--- src/rtl/wbss_pkg.sv ---
// Shared types and constants for the wildcard byte signature scanner.
`timescale 1ns / 1ps
`default_nettype none

package wbss_pkg;

    localparam int CFG_DATA_W    = 64;
    localparam int CFG_ADDR_W    = 5;
    localparam int PATTERN_W     = 64;
    localparam int CARE_W        = 16;
    localparam int LEN_W         = 5;
    localparam int DATA_W        = 8;
    localparam int ADDR_W        = 32;
    localparam int IN_TDATA_W    = 40;
    localparam int OUT_TDATA_W   = 32;

    typedef enum logic [1:0] {
        REG_PATTERN_LOW  = 2'd0,
        REG_PATTERN_HIGH = 2'd1,
        REG_CARE_MASK    = 2'd2,
        REG_PATTERN_LEN  = 2'd3
    } t_reg_idx;

    typedef struct packed {
        logic [PATTERN_W-1:0] pattern_low;
        logic [PATTERN_W-1:0] pattern_high;
        logic [CARE_W-1:0]    care_mask;
        logic [LEN_W-1:0]     pattern_length;
    } t_cfg;

    typedef struct packed {
        logic              emit;
        logic              found;
        logic [ADDR_W-1:0] match_address;
    } t_step_res;

endpackage

`default_nettype wire

--- src/rtl/wildcard_byte_signature_scanner_unit.sv ---
// Top level of the wildcard byte signature scanner: stream stages, matcher and registers.
//
// Channel   Direction  Handshake                Payload
// s stream  in         i_s_tvalid / o_s_tready  tdata = data_byte, byte_address; tlast = last_byte
// m stream  out        o_m_tvalid / i_m_tready  tdata = match_address; tuser = found
// apb       in         psel, penable, pready    registers at byte addresses 0, 8, 16, 24
//
// Each byte is compared while it sits in the input register, and any result it produces is
// written to the output register as the byte leaves; one byte per cycle is sustained while
// the output is not stalled. A result is offered from the output register.
// Reset clears the region state, the stage valid flags and the registers to their defaults.
// A stalled output holds the matcher and input register while the result waits.
`timescale 1ns / 1ps
`default_nettype none

module wildcard_byte_signature_scanner_unit #(
    parameter int MAX_PATTERN_BYTES = 16
) (
    input  wire logic                                i_clk,
    input  wire logic                                i_rst_n,
    input  wire logic                                i_s_tvalid,
    output logic                                     o_s_tready,
    // [7:0] data_byte, [39:8] byte_address
    input  wire logic [wbss_pkg::IN_TDATA_W-1:0]     i_s_tdata,
    input  wire logic                                i_s_tlast,
    output logic                                     o_m_tvalid,
    input  wire logic                                i_m_tready,
    // [31:0] match_address
    output logic      [wbss_pkg::OUT_TDATA_W-1:0]    o_m_tdata,
    // [0] found
    output logic                                     o_m_tuser,
    input  wire logic                                psel,
    input  wire logic                                penable,
    input  wire logic                                pwrite,
    input  wire logic [wbss_pkg::CFG_ADDR_W-1:0]     paddr,
    input  wire logic [wbss_pkg::CFG_DATA_W-1:0]     pwdata,
    output logic      [wbss_pkg::CFG_DATA_W-1:0]     prdata,
    output logic                                     pready
);

    wbss_pkg::t_cfg               cfg;
    wbss_pkg::t_step_res          step_res;
    logic                         r_in_valid;
    logic [wbss_pkg::DATA_W-1:0]  r_in_data;
    logic [wbss_pkg::ADDR_W-1:0]  r_in_addr;
    logic                         r_in_last;
    logic                         r_out_valid;
    logic                         r_out_found;
    logic [wbss_pkg::ADDR_W-1:0]  r_out_addr;
    logic                         advance;
    logic                         in_take;

    wbss_cfg_regs u_cfg_regs (
        .i_clk   (i_clk),
        .i_rst_n (i_rst_n),
        .psel    (psel),
        .penable (penable),
        .pwrite  (pwrite),
        .paddr   (paddr),
        .pwdata  (pwdata),
        .prdata  (prdata),
        .pready  (pready),
        .o_cfg   (cfg)
    );

    wbss_matcher #(
        .MAX_PATTERN_BYTES (MAX_PATTERN_BYTES)
    ) u_matcher (
        .i_clk   (i_clk),
        .i_rst_n (i_rst_n),
        .i_cfg   (cfg),
        .i_step  (advance),
        .i_data  (r_in_data),
        .i_addr  (r_in_addr),
        .i_last  (r_in_last),
        .o_res   (step_res)
    );

    assign advance    = r_in_valid && (!r_out_valid || i_m_tready);
    assign o_s_tready = !r_in_valid || advance;
    assign in_take    = i_s_tvalid && o_s_tready;

    always_ff @(posedge i_clk) begin
        if (!i_rst_n) begin
            r_in_valid <= 1'b0;
        end else if (in_take) begin
            r_in_valid <= 1'b1;
        end else if (advance) begin
            r_in_valid <= 1'b0;
        end
    end

    always_ff @(posedge i_clk) begin
        if (in_take) begin
            r_in_data <= i_s_tdata[wbss_pkg::DATA_W-1:0];
            r_in_addr <= i_s_tdata[wbss_pkg::DATA_W +: wbss_pkg::ADDR_W];
            r_in_last <= i_s_tlast;
        end
    end

    always_ff @(posedge i_clk) begin
        if (!i_rst_n) begin
            r_out_valid <= 1'b0;
        end else if (advance) begin
            r_out_valid <= step_res.emit;
        end else if (i_m_tready) begin
            r_out_valid <= 1'b0;
        end
    end

    always_ff @(posedge i_clk) begin
        if (advance && step_res.emit) begin
            r_out_found <= step_res.found;
            r_out_addr  <= step_res.match_address;
        end
    end

    assign o_m_tvalid = r_out_valid;
    assign o_m_tdata  = r_out_addr;
    assign o_m_tuser  = r_out_found;

    a_not_found_zero: assert property (@(posedge i_clk) disable iff (!i_rst_n)
        (o_m_tvalid && !o_m_tuser) |-> (o_m_tdata == '0))
        else $error("A not-found result carries a nonzero address.");

    a_ready_when_empty: assert property (@(posedge i_clk) disable iff (!i_rst_n)
        !o_s_tready |-> (r_in_valid && r_out_valid && !i_m_tready))
        else $error("Input stalled although the pipeline can move.");

    a_out_hold: assert property (@(posedge i_clk) disable iff (!i_rst_n)
        (o_m_tvalid && !i_m_tready) |=>
            (o_m_tvalid && $stable(o_m_tdata) && $stable(o_m_tuser)))
        else $error("A waiting result changed before its transaction.");

endmodule

`default_nettype wire

--- src/rtl/wbss_cfg_regs.sv ---
// APB register file holding the pattern, care mask and pattern length.
`timescale 1ns / 1ps
`default_nettype none

module wbss_cfg_regs (
    input  wire logic                             i_clk,
    input  wire logic                             i_rst_n,
    input  wire logic                             psel,
    input  wire logic                             penable,
    input  wire logic                             pwrite,
    input  wire logic [wbss_pkg::CFG_ADDR_W-1:0]  paddr,
    input  wire logic [wbss_pkg::CFG_DATA_W-1:0]  pwdata,
    output logic      [wbss_pkg::CFG_DATA_W-1:0]  prdata,
    output logic                                  pready,
    output wbss_pkg::t_cfg                        o_cfg
);

    logic [wbss_pkg::PATTERN_W-1:0] r_pattern_low;
    logic [wbss_pkg::PATTERN_W-1:0] r_pattern_high;
    logic [wbss_pkg::CARE_W-1:0]    r_care_mask;
    logic [wbss_pkg::LEN_W-1:0]     r_pattern_length;
    wbss_pkg::t_reg_idx             reg_idx;
    logic                           wr_en;

    assign reg_idx = wbss_pkg::t_reg_idx'(paddr[wbss_pkg::CFG_ADDR_W-1:3]);
    assign wr_en   = psel && penable && pwrite;
    assign pready  = 1'b1;

    always_ff @(posedge i_clk) begin
        if (!i_rst_n) begin
            r_pattern_low    <= '0;
            r_pattern_high   <= '0;
            r_care_mask      <= '1;
            r_pattern_length <= wbss_pkg::LEN_W'(1);
        end else if (wr_en) begin
            unique case (reg_idx)
                wbss_pkg::REG_PATTERN_LOW:  r_pattern_low    <= pwdata;
                wbss_pkg::REG_PATTERN_HIGH: r_pattern_high   <= pwdata;
                wbss_pkg::REG_CARE_MASK:    r_care_mask      <= pwdata[wbss_pkg::CARE_W-1:0];
                wbss_pkg::REG_PATTERN_LEN:  r_pattern_length <= pwdata[wbss_pkg::LEN_W-1:0];
            endcase
        end
    end

    always_comb begin
        unique case (reg_idx)
            wbss_pkg::REG_PATTERN_LOW:  prdata = r_pattern_low;
            wbss_pkg::REG_PATTERN_HIGH: prdata = r_pattern_high;
            wbss_pkg::REG_CARE_MASK:
                prdata = {{(wbss_pkg::CFG_DATA_W-wbss_pkg::CARE_W){1'b0}}, r_care_mask};
            wbss_pkg::REG_PATTERN_LEN:
                prdata = {{(wbss_pkg::CFG_DATA_W-wbss_pkg::LEN_W){1'b0}}, r_pattern_length};
        endcase
    end

    assign o_cfg.pattern_low    = r_pattern_low;
    assign o_cfg.pattern_high   = r_pattern_high;
    assign o_cfg.care_mask      = r_care_mask;
    assign o_cfg.pattern_length = r_pattern_length;

endmodule

`default_nettype wire

--- src/rtl/wbss_matcher.sv ---
// Byte window, region tracking and parallel wildcard compare for one byte per step.
`timescale 1ns / 1ps
`default_nettype none

module wbss_matcher #(
    parameter int MAX_PATTERN_BYTES = 16
) (
    input  wire logic                           i_clk,
    input  wire logic                           i_rst_n,
    input  wire wbss_pkg::t_cfg                 i_cfg,
    input  wire logic                           i_step,
    input  wire logic [wbss_pkg::DATA_W-1:0]    i_data,
    input  wire logic [wbss_pkg::ADDR_W-1:0]    i_addr,
    input  wire logic                           i_last,
    output wbss_pkg::t_step_res                 o_res
);

    localparam int SEEN_W = $clog2(MAX_PATTERN_BYTES + 1);
    localparam int IDX_W  = (MAX_PATTERN_BYTES > 1) ? $clog2(MAX_PATTERN_BYTES) : 1;

    logic [wbss_pkg::DATA_W-1:0] r_window [MAX_PATTERN_BYTES];
    logic [wbss_pkg::DATA_W-1:0] n_window [MAX_PATTERN_BYTES];
    logic [SEEN_W-1:0]           r_seen;
    logic [SEEN_W-1:0]           n_seen;
    logic                        r_reported;
    logic                        n_reported;
    logic [wbss_pkg::LEN_W-1:0]  len_use;
    logic [2*wbss_pkg::PATTERN_W-1:0] pattern_all;
    logic                        window_ok;
    logic                        is_match;

    assign pattern_all = {i_cfg.pattern_high, i_cfg.pattern_low};

    always_comb begin
        priority if (i_cfg.pattern_length == '0)
            len_use = wbss_pkg::LEN_W'(1);
        else if (i_cfg.pattern_length > wbss_pkg::LEN_W'(MAX_PATTERN_BYTES))
            len_use = wbss_pkg::LEN_W'(MAX_PATTERN_BYTES);
        else
            len_use = i_cfg.pattern_length;
    end

    always_comb begin
        n_window[0] = i_data;
        for (int k = 1; k < MAX_PATTERN_BYTES; k++) begin
            n_window[k] = r_window[k-1];
        end
        n_seen = (r_seen == SEEN_W'(MAX_PATTERN_BYTES)) ? r_seen : r_seen + SEEN_W'(1);
    end

    always_comb begin
        logic [wbss_pkg::LEN_W-1:0] pos;
        window_ok = 1'b1;
        for (int i = 0; i < MAX_PATTERN_BYTES; i++) begin
            pos = len_use - wbss_pkg::LEN_W'(1) - wbss_pkg::LEN_W'(i);
            if ((wbss_pkg::LEN_W'(i) < len_use) && i_cfg.care_mask[i]) begin
                if (n_window[pos[IDX_W-1:0]] != pattern_all[8*i +: 8])
                    window_ok = 1'b0;
            end
        end
    end

    assign is_match = (wbss_pkg::LEN_W'(n_seen) >= len_use) && window_ok;

    always_comb begin
        o_res.emit          = 1'b0;
        o_res.found         = 1'b0;
        o_res.match_address = '0;
        n_reported          = r_reported;
        if (!r_reported) begin
            if (is_match) begin
                o_res.emit          = 1'b1;
                o_res.found         = 1'b1;
                o_res.match_address = i_addr - wbss_pkg::ADDR_W'(len_use)
                                      + wbss_pkg::ADDR_W'(1);
                n_reported          = 1'b1;
            end else if (i_last) begin
                o_res.emit = 1'b1;
            end
        end
    end

    always_ff @(posedge i_clk) begin
        if (!i_rst_n) begin
            r_seen     <= '0;
            r_reported <= 1'b0;
        end else if (i_step) begin
            if (i_last) begin
                r_seen     <= '0;
                r_reported <= 1'b0;
            end else if (!r_reported) begin
                r_seen     <= n_seen;
                r_reported <= n_reported;
            end
        end
    end

    always_ff @(posedge i_clk) begin
        if (i_step && !r_reported) begin
            r_window <= n_window;
        end
    end

    a_region_restart: assert property (@(posedge i_clk) disable iff (!i_rst_n)
        (i_step && i_last) |=> (r_seen == '0 && !r_reported))
        else $error("Region state not cleared after the final byte.");

    a_silent_after_match: assert property (@(posedge i_clk) disable iff (!i_rst_n)
        r_reported |-> !o_res.emit)
        else $error("Result produced after a match was already reported.");

    a_seen_bound: assert property (@(posedge i_clk) disable iff (!i_rst_n)
        r_seen <= SEEN_W'(MAX_PATTERN_BYTES))
        else $error("Byte count exceeds the window depth.");

endmodule

`default_nettype wire

--- config.mk ---
export PLATFORM = sky130hd
export DESIGN_NAME = wildcard_byte_signature_scanner_unit
export DESIGN_NICKNAME = d
export VERILOG_FILES = /design/src/rtl/wbss_pkg.sv /design/src/rtl/wildcard_byte_signature_scanner_unit.sv /design/src/rtl/wbss_cfg_regs.sv /design/src/rtl/wbss_matcher.sv
export SDC_FILE = /design/constraint.sdc
export NUM_CORES = 1
export LEC_CHECK = 0
export ABC_AREA = 1
export BUFFER_PORTS_ARGS = -buffer_cell sky130_fd_sc_hd__clkbuf_2
export CORE_ASPECT_RATIO = 1.75
export CORE_MARGIN = 1.5
export CORE_UTILIZATION = 40
export CTS_BUF_LIST = sky130_fd_sc_hd__clkbuf_4 sky130_fd_sc_hd__clkbuf_8
export DETAILED_ROUTE_END_ITERATION = 10
export PLACE_DENSITY = 0.62
export SYNTH_ARGS = -nofsm -noshare
export SYNTH_HDL_FRONTEND = slang
export SYNTH_SLANG_ARGS = --single-unit
export TNS_END_PERCENT = 5
--- constraint.sdc ---
create_clock -name i_clk -period 20.3 [get_ports i_clk]
set_clock_uncertainty 0.1 [all_clocks]
set_input_delay 0 -clock i_clk [delete_from_list [all_inputs] [get_ports i_clk]]
set_output_delay 0 -clock i_clk [all_outputs]
set_load 0.02 [all_outputs]
=== After elaboration in Yosys (flattened, before gate mapping) ===
Index checks and enable logic that the tools add are counted.

* Register bits: 351
* Output and inout bits: 100
* Word-level logic and storage cells: 254

* Add/subtract/negate cells: 19
* $lt $le $gt $ge: 34
* Equal/unequal tests: 21
* Multiplexer cells: 97
* Bitwise logic cells: 17
* Reductions and logical operators: 38

{| class="wikitable"
|+ Operator list
! cell !! number
|-
| 8-bit binary-select mux with 4-bit select || 16
|-
| 8-bit two-way mux || 32
|-
| 64-bit case mux with 4 select lines || 1
|-
| 8-bit != test || 16
|-
| 5-bit >= comparator (second input constant) || 16
|-
| 4-bit NOT with 5-bit output || 16
|-
| 1-bit two-way mux || 41
|-
| 4-bit by 5-bit < comparator with 1-bit output (first input constant) || 8
|-
| 34-bit two-way mux || 1
|-
| 33-bit two-way mux || 1
|-
| 32-bit by 1-bit adder with 32-bit output (second input constant) || 1
|-
| 32-bit by 5-bit subtractor with 32-bit output || 1
|-
| 4-bit subtractor (second input constant) || 8
|-
| 5-bit two-way mux || 5
|-
| 1-bit logical AND || 23
|-
| 3-bit by 5-bit < comparator with 1-bit output (first input constant) || 4
|-
| 4-bit by 3-bit subtractor with 4-bit output (second input constant) || 4
|-
| 1-bit by 5-bit < comparator with 1-bit output (first input constant) || 2
|-
| 2-bit by 5-bit < comparator with 1-bit output (first input constant) || 2
|-
| 2-bit AND reduction || 5
|-
| 4-bit by 1-bit subtractor with 4-bit output (second input constant) || 2
|-
| 4-bit by 2-bit subtractor with 4-bit output (second input constant) || 2
|-
| 5-bit by 1-bit adder with 5-bit output (second input constant) || 1
|-
| 5-bit == test (second input constant) || 1
|-
| other kinds (12) || 17
|}

=== Longest topological paths before layout ===
* Depth after elaboration: 45
* Gate-level depth with buffers: 36
* Gate-level depth less buffers: 30

=== Cells and area by module ===
Synthesis repeated with hierarchy kept, for this count alone.

* Cells, all modules: 3850
* Area total of the unflattened synthesis: 24945.2 sq um

{| class="wikitable"
|+ Modules (own cells, without submodules)
! module !! times used !! cells an instance !! area each (sq um) !! sequential area each (sq um)
|-
| wbss_matcher || 1 || 2755 || 15745.1 || 3723.6
|-
| wbss_cfg_regs || 1 || 1004 || 6870.3 || 2982.9
|-
| wildcard_byte_signature_scanner_unit || 1 || 91 || 2329.7 || 2262.2
|}

=== Worst setup path before layout ===
OpenSTA, ideal clock, no wires.

* Path kind: flip-flop to flip-flop
* Start: register r_out_valid, in the netlist o_m_tvalid
* End: register r_out_addr (netlist bit o_m_tdata[0]), enable pin
* Arrival time: 6844 ps
* Data required time: 19812 ps
* Slack: 12968 ps
* Cell stages (with the launch flop): 6
* Buffers on the path: 0
* Clock period less this slack: 7332 ps
* Cells stage by stage: dfxtp_1 nand2_1 nand2_1 nor2_1 nand2_1 inv_1

* Longest elaborated chain between the ends: 4

{| class="wikitable"
|+ RTL lines
! what !! RTL line !! source
|-
| start, declared || wildcard_byte_signature_scanner_unit.sv:47 || <nowiki>logic r_out_valid;</nowiki>
|-
| start signal, assigned || wildcard_byte_signature_scanner_unit.sv:105 || <nowiki>r_out_valid <= step_res.emit;</nowiki>
|-
| 1-bit logical NOT || wildcard_byte_signature_scanner_unit.sv:79 || <nowiki>assign advance = r_in_valid && (!r_out_valid || i_m_tready);</nowiki>
|-
| 1-bit logical OR || wildcard_byte_signature_scanner_unit.sv:79 ||
|-
| 1-bit logical AND || wildcard_byte_signature_scanner_unit.sv:79 ||
|-
| 1-bit logical AND || wildcard_byte_signature_scanner_unit.sv:112 || <nowiki>if (advance && step_res.emit) begin</nowiki>
|-
| end signal, assigned || wildcard_byte_signature_scanner_unit.sv:114 || <nowiki>r_out_addr <= step_res.match_address;</nowiki>
|-
| end, declared || wildcard_byte_signature_scanner_unit.sv:49 || <nowiki>logic [wbss_pkg::ADDR_W-1:0] r_out_addr;</nowiki>
|}

No other way between the ends.
A chain may end at the register's enable or synchronous reset.

=== Worst setup path after layout ===
* Start: register u_cfg_regs.r_pattern_length[2] (netlist name)
* End: register r_out_addr (netlist bit o_m_tdata[28]) (data pin)

* Longest elaborated chain between the ends: 44
* Elaborated cells on any way between the ends: 170

{| class="wikitable"
|+ RTL lines
! what !! RTL line !! source
|-
| start, declared || wbss_cfg_regs.sv:21 || <nowiki>logic [wbss_pkg::LEN_W-1:0] r_pattern_length;</nowiki>
|-
| start signal, assigned || wbss_cfg_regs.sv:34 || <nowiki>r_pattern_length <= wbss_pkg::LEN_W'(1);</nowiki>
|-
| start signal, assigned || wbss_cfg_regs.sv:40 || <nowiki>wbss_pkg::REG_PATTERN_LEN: r_pattern_length <= pwdata[wbss_pkg::LEN_W-1:0];</nowiki>
|-
| 5-bit greater-than comparator || wbss_matcher.sv:37 || <nowiki>else if (i_cfg.pattern_length > wbss_pkg::LEN_W'(MAX_PATTERN_BYTES))</nowiki>
|-
| 5-bit two-way mux || wbss_matcher.sv:37 ||
|-
| 5-bit two-way mux (*) || wbss_matcher.sv:35 || <nowiki>priority if (i_cfg.pattern_length == '0)</nowiki>
|-
| parallel branches: the longest is 41 deep, another holds 4-bit by 1-bit subtractor with 4-bit output || n/a ||
|}

Every way passes the cells marked *. The select of a mux whose other input is x is not followed.

==> results.txt <==
The number of standard-cell rows in the floorplan is 120, and the violation count after the first detailed-routing iteration is 2178. The total routed wirelength was 105000 µm. The endpoint class of the critical path was a flip-flop. The share of post-route cells with drive strength above 1 is 0.101, and the worst slew margin relative to its limit is 0.258. The area of the core region was 0.0611 mm²; the worst-case clock buffer depth was 3. The logs give 8170 µm for the routed length on met3 and 74800 µm for the post-DP HPWL. The number of hold violations in the final report came out at 0.

After detailed routing, the number of remaining DRC violations is 0. In the final timing run, aggregate negative setup slack is 0 ns. The die is 332 µm tall.

The critical path arrival is 8.06 ns, and the peak clock frequency supported by timing is 131 MHz. The path class of the tightest hold or removal check is in -> reg. The routed layout has 27300 vias. Summed over all instances, the cell type with the most area after synthesis is sky130_fd_sc_hd__edfxtp_1.

The setup path with the least slack is of type reg -> reg. The transition time at the pin with the least slew margin was 1.11 ns. The run finished with clean final reports. For the worst setup path, the data required time is 20.70 ns. The clock period minus worst slack is 7.66 ns. The analysis attributes to net switching a power of 731 µW.

The run gives 0.0137 µW as the leakage power. The worst setup path is launched from a flip-flop. Setup repair after global routing left no endpoint under its margin. Internal power comes to 1290 µW. The I/O pin count was 217.

VDD sags by at most 0.0531 mV. The final period utilization is 0.377, and the setup violation total in the final timing report is 0. The signal on the critical path passes through nor2_4, nand2_4, nand2_2, nand2_4, ha_2, buf_4, clkinv_2, buf_4, nand3_1, nand3_1, nand3_2, nand3_1, nand2_1, nand2_1, nor2_1, nand2_1, nand2_1, nand3_1, nor2_1, nand3_2, nor2_4, inv_2, a21oi_1. The insertion delay to the later sink of the worst-skew pair was 0.69 ns; the proportion of register bits with asynchronous set or reset after synthesis was 0. The full die area came out at 0.0634 mm². The number of nets in the layout is 4209, and the longest individual stage delay on the worst path is 1.19 ns. In this run the clock root is driven by a sky130_fd_sc_hd__clkbuf_8. The number of instances on the worst hold path came out at 4. The met2 routed wirelength was 48500 µm; the area fraction of the dominant cell type after synthesis was 0.236. The number of buffers created by CTS is 57. The critical-path cell with the highest stage delay is sky130_fd_sc_hd__ha_2.

Synthesis inferred 351 register bits. The total overflow left after global routing is 0. The count of port buffers added during placement came out at 212. After synthesis the cells add up to 0.0247 mm². Yosys printed 0 warnings. The post-detailed-route via-to-cell ratio came out at 5.59. The total nets after synthesis came out at 3931. The post-route antenna net violation count is 0. The first global-routing pass estimated 153000 µm of wire. The portion of the post-synthesis area used by sequential elements came out at 0.363. Clock-pin slew was measured on the worst setup and hold paths at 0.07 ns.

The top layer used by detailed routing was met5. The cell family contributing the most delay on the critical path is simple AND/OR/NAND/NOR gates. The finished layout holds 4883 standard cells, fillers aside.

The number of global-route vias before repair was 25700; the switching portion of total power was 0.361. The number of buffer and inverter stages on the critical path works out to 4. Sequential power share: 0.394.

Met1 layer wirelength in the final routing: 36100 µm. The initial core utilization was 0.405. Dividing total power by cell area gives a power density of 69.8 mW/mm². Ranked by total cell area, the synthesized netlist is headed by sky130_fd_sc_hd__edfxtp_1, sky130_fd_sc_hd__nand2_1, sky130_fd_sc_hd__nand3_1. For the number of antenna violations at the first check in global routing, the log shows 5. Along the worst path, the maximum fanout reaches 67. For the total global-route track usage, the log shows 0.325. Measured in cells, the most critical reg-to-reg path has a length of 23. The tools report the number of instances in the synthesized netlist as 3760. Number of cells on the critical path: 23.

Weighted congestion at the end of routability-driven global placement: 1.01. After detailed placement, the design holds a cell count of 4605. The number of synthesized flops with an enable pin is 194, and the die width is 191 µm. The logs give 0 for the number of max-cap violations and 0 for the number of pins exceeding their max-slew limit in the final report. The synthesized area divided by synthesized cell count is 6.58 µm². Compared with the post-synthesis result, the final layout area differs by 17.4%.

Counting every sink on the clock net gives 351. After detailed routing, the average wire length per cell comes to 21.4 µm. The netlist uses 48 different library cells. Entering global routing, the biggest net connects 94 pins. The run gives 2 as the number of H-tree levels. TritonCTS built the clock tree.

The number of iterations in the first detailed-routing pass came out at 6. The combinational power share was 0.274; the clock share of power was 0.332. The most instantiated flip-flop cell in the synthesis netlist is sky130_fd_sc_hd__edfxtp_1.
-- layout by cell type (no fill, tap or decap), types with 2 or more instances in the layout --
master and n:
sky130_fd_sc_hd__o21ai_0 154, sky130_fd_sc_hd__inv_1 359, sky130_fd_sc_hd__nor3_1 2, sky130_fd_sc_hd__a31oi_1 8, sky130_fd_sc_hd__nand3_2 5, sky130_fd_sc_hd__nand2_4 8, sky130_fd_sc_hd__o221ai_1 7, sky130_fd_sc_hd__buf_4 33
sky130_fd_sc_hd__nand3_1 857, sky130_fd_sc_hd__o21a_1 3, sky130_fd_sc_hd__ha_1 51, sky130_fd_sc_hd__a21boi_0 3, sky130_fd_sc_hd__ha_2 2, sky130_fd_sc_hd__inv_2 11, sky130_fd_sc_hd__dlygate4sd3_1 167, sky130_fd_sc_hd__bufinv_16 2
sky130_fd_sc_hd__clkbuf_4 19, sky130_fd_sc_hd__nand2_1 1284, sky130_fd_sc_hd__o21bai_1 4, sky130_fd_sc_hd__nand2_2 17, sky130_fd_sc_hd__xnor2_1 5, sky130_fd_sc_hd__diode_2 4, sky130_fd_sc_hd__clkinv_1 8, sky130_fd_sc_hd__xor2_1 19
sky130_fd_sc_hd__or2_2 5, sky130_fd_sc_hd__nand4_1 10, sky130_fd_sc_hd__clkbuf_8 64, sky130_fd_sc_hd__dfxtp_1 157, sky130_fd_sc_hd__a21oi_1 163, sky130_fd_sc_hd__nor2_1 119, sky130_fd_sc_hd__o22ai_1 48, sky130_fd_sc_hd__clkbuf_2 211
sky130_fd_sc_hd__o211ai_1 15, sky130_fd_sc_hd__o2111ai_1 6, sky130_fd_sc_hd__clkinv_2 16, sky130_fd_sc_hd__nor2_4 13, sky130_fd_sc_hd__edfxtp_1 194, sky130_fd_sc_hd__nand3b_1 22
-- registers in the layout, summed over array words and instances (netlist names) --
register	flops
r_in_addr	32
r_in_data	8
o_m_tdata	32
u_matcher.r_seen	5
u_cfg_regs.r_pattern_length	5
u_cfg_regs.r_pattern_low	64
o_m_tuser	1
u_cfg_regs.r_care_mask	16
u_matcher.n_window	120
u_cfg_regs.r_pattern_high	64
r_in_valid	1
o_m_tvalid	1
u_matcher.r_reported	1
r_in_last	1
-- area by class of cell --
cell class              instances  area [µm²]
diodes                          4        10.0
clock buffers                  83        1020
clock inverters                24         163
fillers                      6260       32100
inverters                     373        1400
multi-input cells            2844       13500
flip-flops and latches        351        8970
well taps                     793         992
repair buffers                411        2980
-- stage by stage --
step	hold WS [ns]	util	power, µW	cell area [µm²]	setup WS, ns
floorplan	-0.00113	-	1150	24700	12.97
global placement	0.0764	0.428	1320	26200	12.80
detailed placement	0.0786	0.428	1330	26200	12.84
CTS	0.00274	0.475	2020	29000	12.79
global route	0.0253	0.475	2100	29000	12.32
finish	0.0409	0.475	2020	29000	12.64
-- power by group through the flow --
stage	clock network (µW)	logic, µW	registers [µW]
after floorplan	0	345	809
after global placement	0	513	811
after detailed placement	0	517	811
after CTS	679	544	796
after global routing	701	604	799
final	672	555	797
-- path summary, 6_finish.rpt --
kind	start	end	slack, ns
setup reg to reg	u_cfg_regs.r_pattern_length[2]	o_m_tdata[28]	12.64
hold reg to reg	u_matcher.n_window[45]	u_matcher.n_window[37]	0.36
hold / removal	pwdata[12]	u_cfg_regs.r_pattern_low[12]	0.04
setup / recovery	u_cfg_regs.r_pattern_length[2]	o_m_tdata[28]	12.64
-- per-layer routing --
metal | up-vias | global-route usage
met5 | - | 0
met4 | 2 | 0.316
met3 | 426 | 0.0638
met2 | 1296 | 0.535
met1 | 12500 | 0.340
li1 | 13100 | -
-- cell usage after synthesis (5+ instances only) --
master                      instances
sky130_fd_sc_hd__nand3b_1          22
sky130_fd_sc_hd__o2111ai_1          6
sky130_fd_sc_hd__nand3_1          857
sky130_fd_sc_hd__o211ai_1          15
sky130_fd_sc_hd__o22ai_1           48
sky130_fd_sc_hd__nand3_2            5
sky130_fd_sc_hd__clkbuf_1         101
sky130_fd_sc_hd__nand4_1           10
sky130_fd_sc_hd__nand2_2           16
sky130_fd_sc_hd__dfxtp_1          157
sky130_fd_sc_hd__a21oi_1          163
sky130_fd_sc_hd__ha_1              53
sky130_fd_sc_hd__nor2_4            12
sky130_fd_sc_hd__xnor2_1            5
sky130_fd_sc_hd__inv_2              6
sky130_fd_sc_hd__nor2_1           120
sky130_fd_sc_hd__buf_2             46
sky130_fd_sc_hd__nand2_1         1286
sky130_fd_sc_hd__buf_1             19
sky130_fd_sc_hd__o21ai_0          154
sky130_fd_sc_hd__edfxtp_1         194
sky130_fd_sc_hd__a31oi_1            8
sky130_fd_sc_hd__or2_2              5
sky130_fd_sc_hd__nand2_4            7
sky130_fd_sc_hd__inv_1            366
sky130_fd_sc_hd__buf_4             20
sky130_fd_sc_hd__o221ai_1           7
sky130_fd_sc_hd__xor2_1            19
sky130_fd_sc_hd__buf_6              6
-- kinds of logic after synthesis --
kind of cell             count (synthesis)  share of synthesized area
buffers and inverters                  565                     0.0930
AO/OA/AOI/OAI                          419                     0.0936
XOR/XNOR                                25                    0.00961
AND/OR/NAND/NOR                       2345                      0.413
other                                    1                   0.000152
adder cells (fa/ha/maj)                 54                     0.0276
flip-flops                             351                      0.363
-- timing repair --
action,4_1_cts,5_1_grt
hold buffers,167,0
hold endpoints to repair,197,0
gates resized for setup,0,0
setup buffers,0,0
-- worst reg2reg max path, stage by stage (launching register included) --
cell and delay (ns):
sky130_fd_sc_hd__dfxtp_1 0.39, sky130_fd_sc_hd__nor2_4 0.20, sky130_fd_sc_hd__nand2_4 0.08, sky130_fd_sc_hd__nand2_2 0.19, sky130_fd_sc_hd__nand2_4 0.44, sky130_fd_sc_hd__ha_2 1.20
sky130_fd_sc_hd__buf_4 0.60, sky130_fd_sc_hd__clkinv_2 0.43, sky130_fd_sc_hd__buf_4 0.54, sky130_fd_sc_hd__nand3_1 0.26, sky130_fd_sc_hd__nand3_1 0.34, sky130_fd_sc_hd__nand3_2 0.23
sky130_fd_sc_hd__nand3_1 0.09, sky130_fd_sc_hd__nand2_1 0.08, sky130_fd_sc_hd__nand2_1 0.07, sky130_fd_sc_hd__nor2_1 0.17, sky130_fd_sc_hd__nand2_1 0.41, sky130_fd_sc_hd__nand2_1 0.17
sky130_fd_sc_hd__nand3_1 0.11, sky130_fd_sc_hd__nor2_1 0.25, sky130_fd_sc_hd__nand3_2 0.15, sky130_fd_sc_hd__nor2_4 0.29, sky130_fd_sc_hd__inv_2 0.40, sky130_fd_sc_hd__a21oi_1 0.29
No activity file was read; power rests on OpenSTA's default activity.
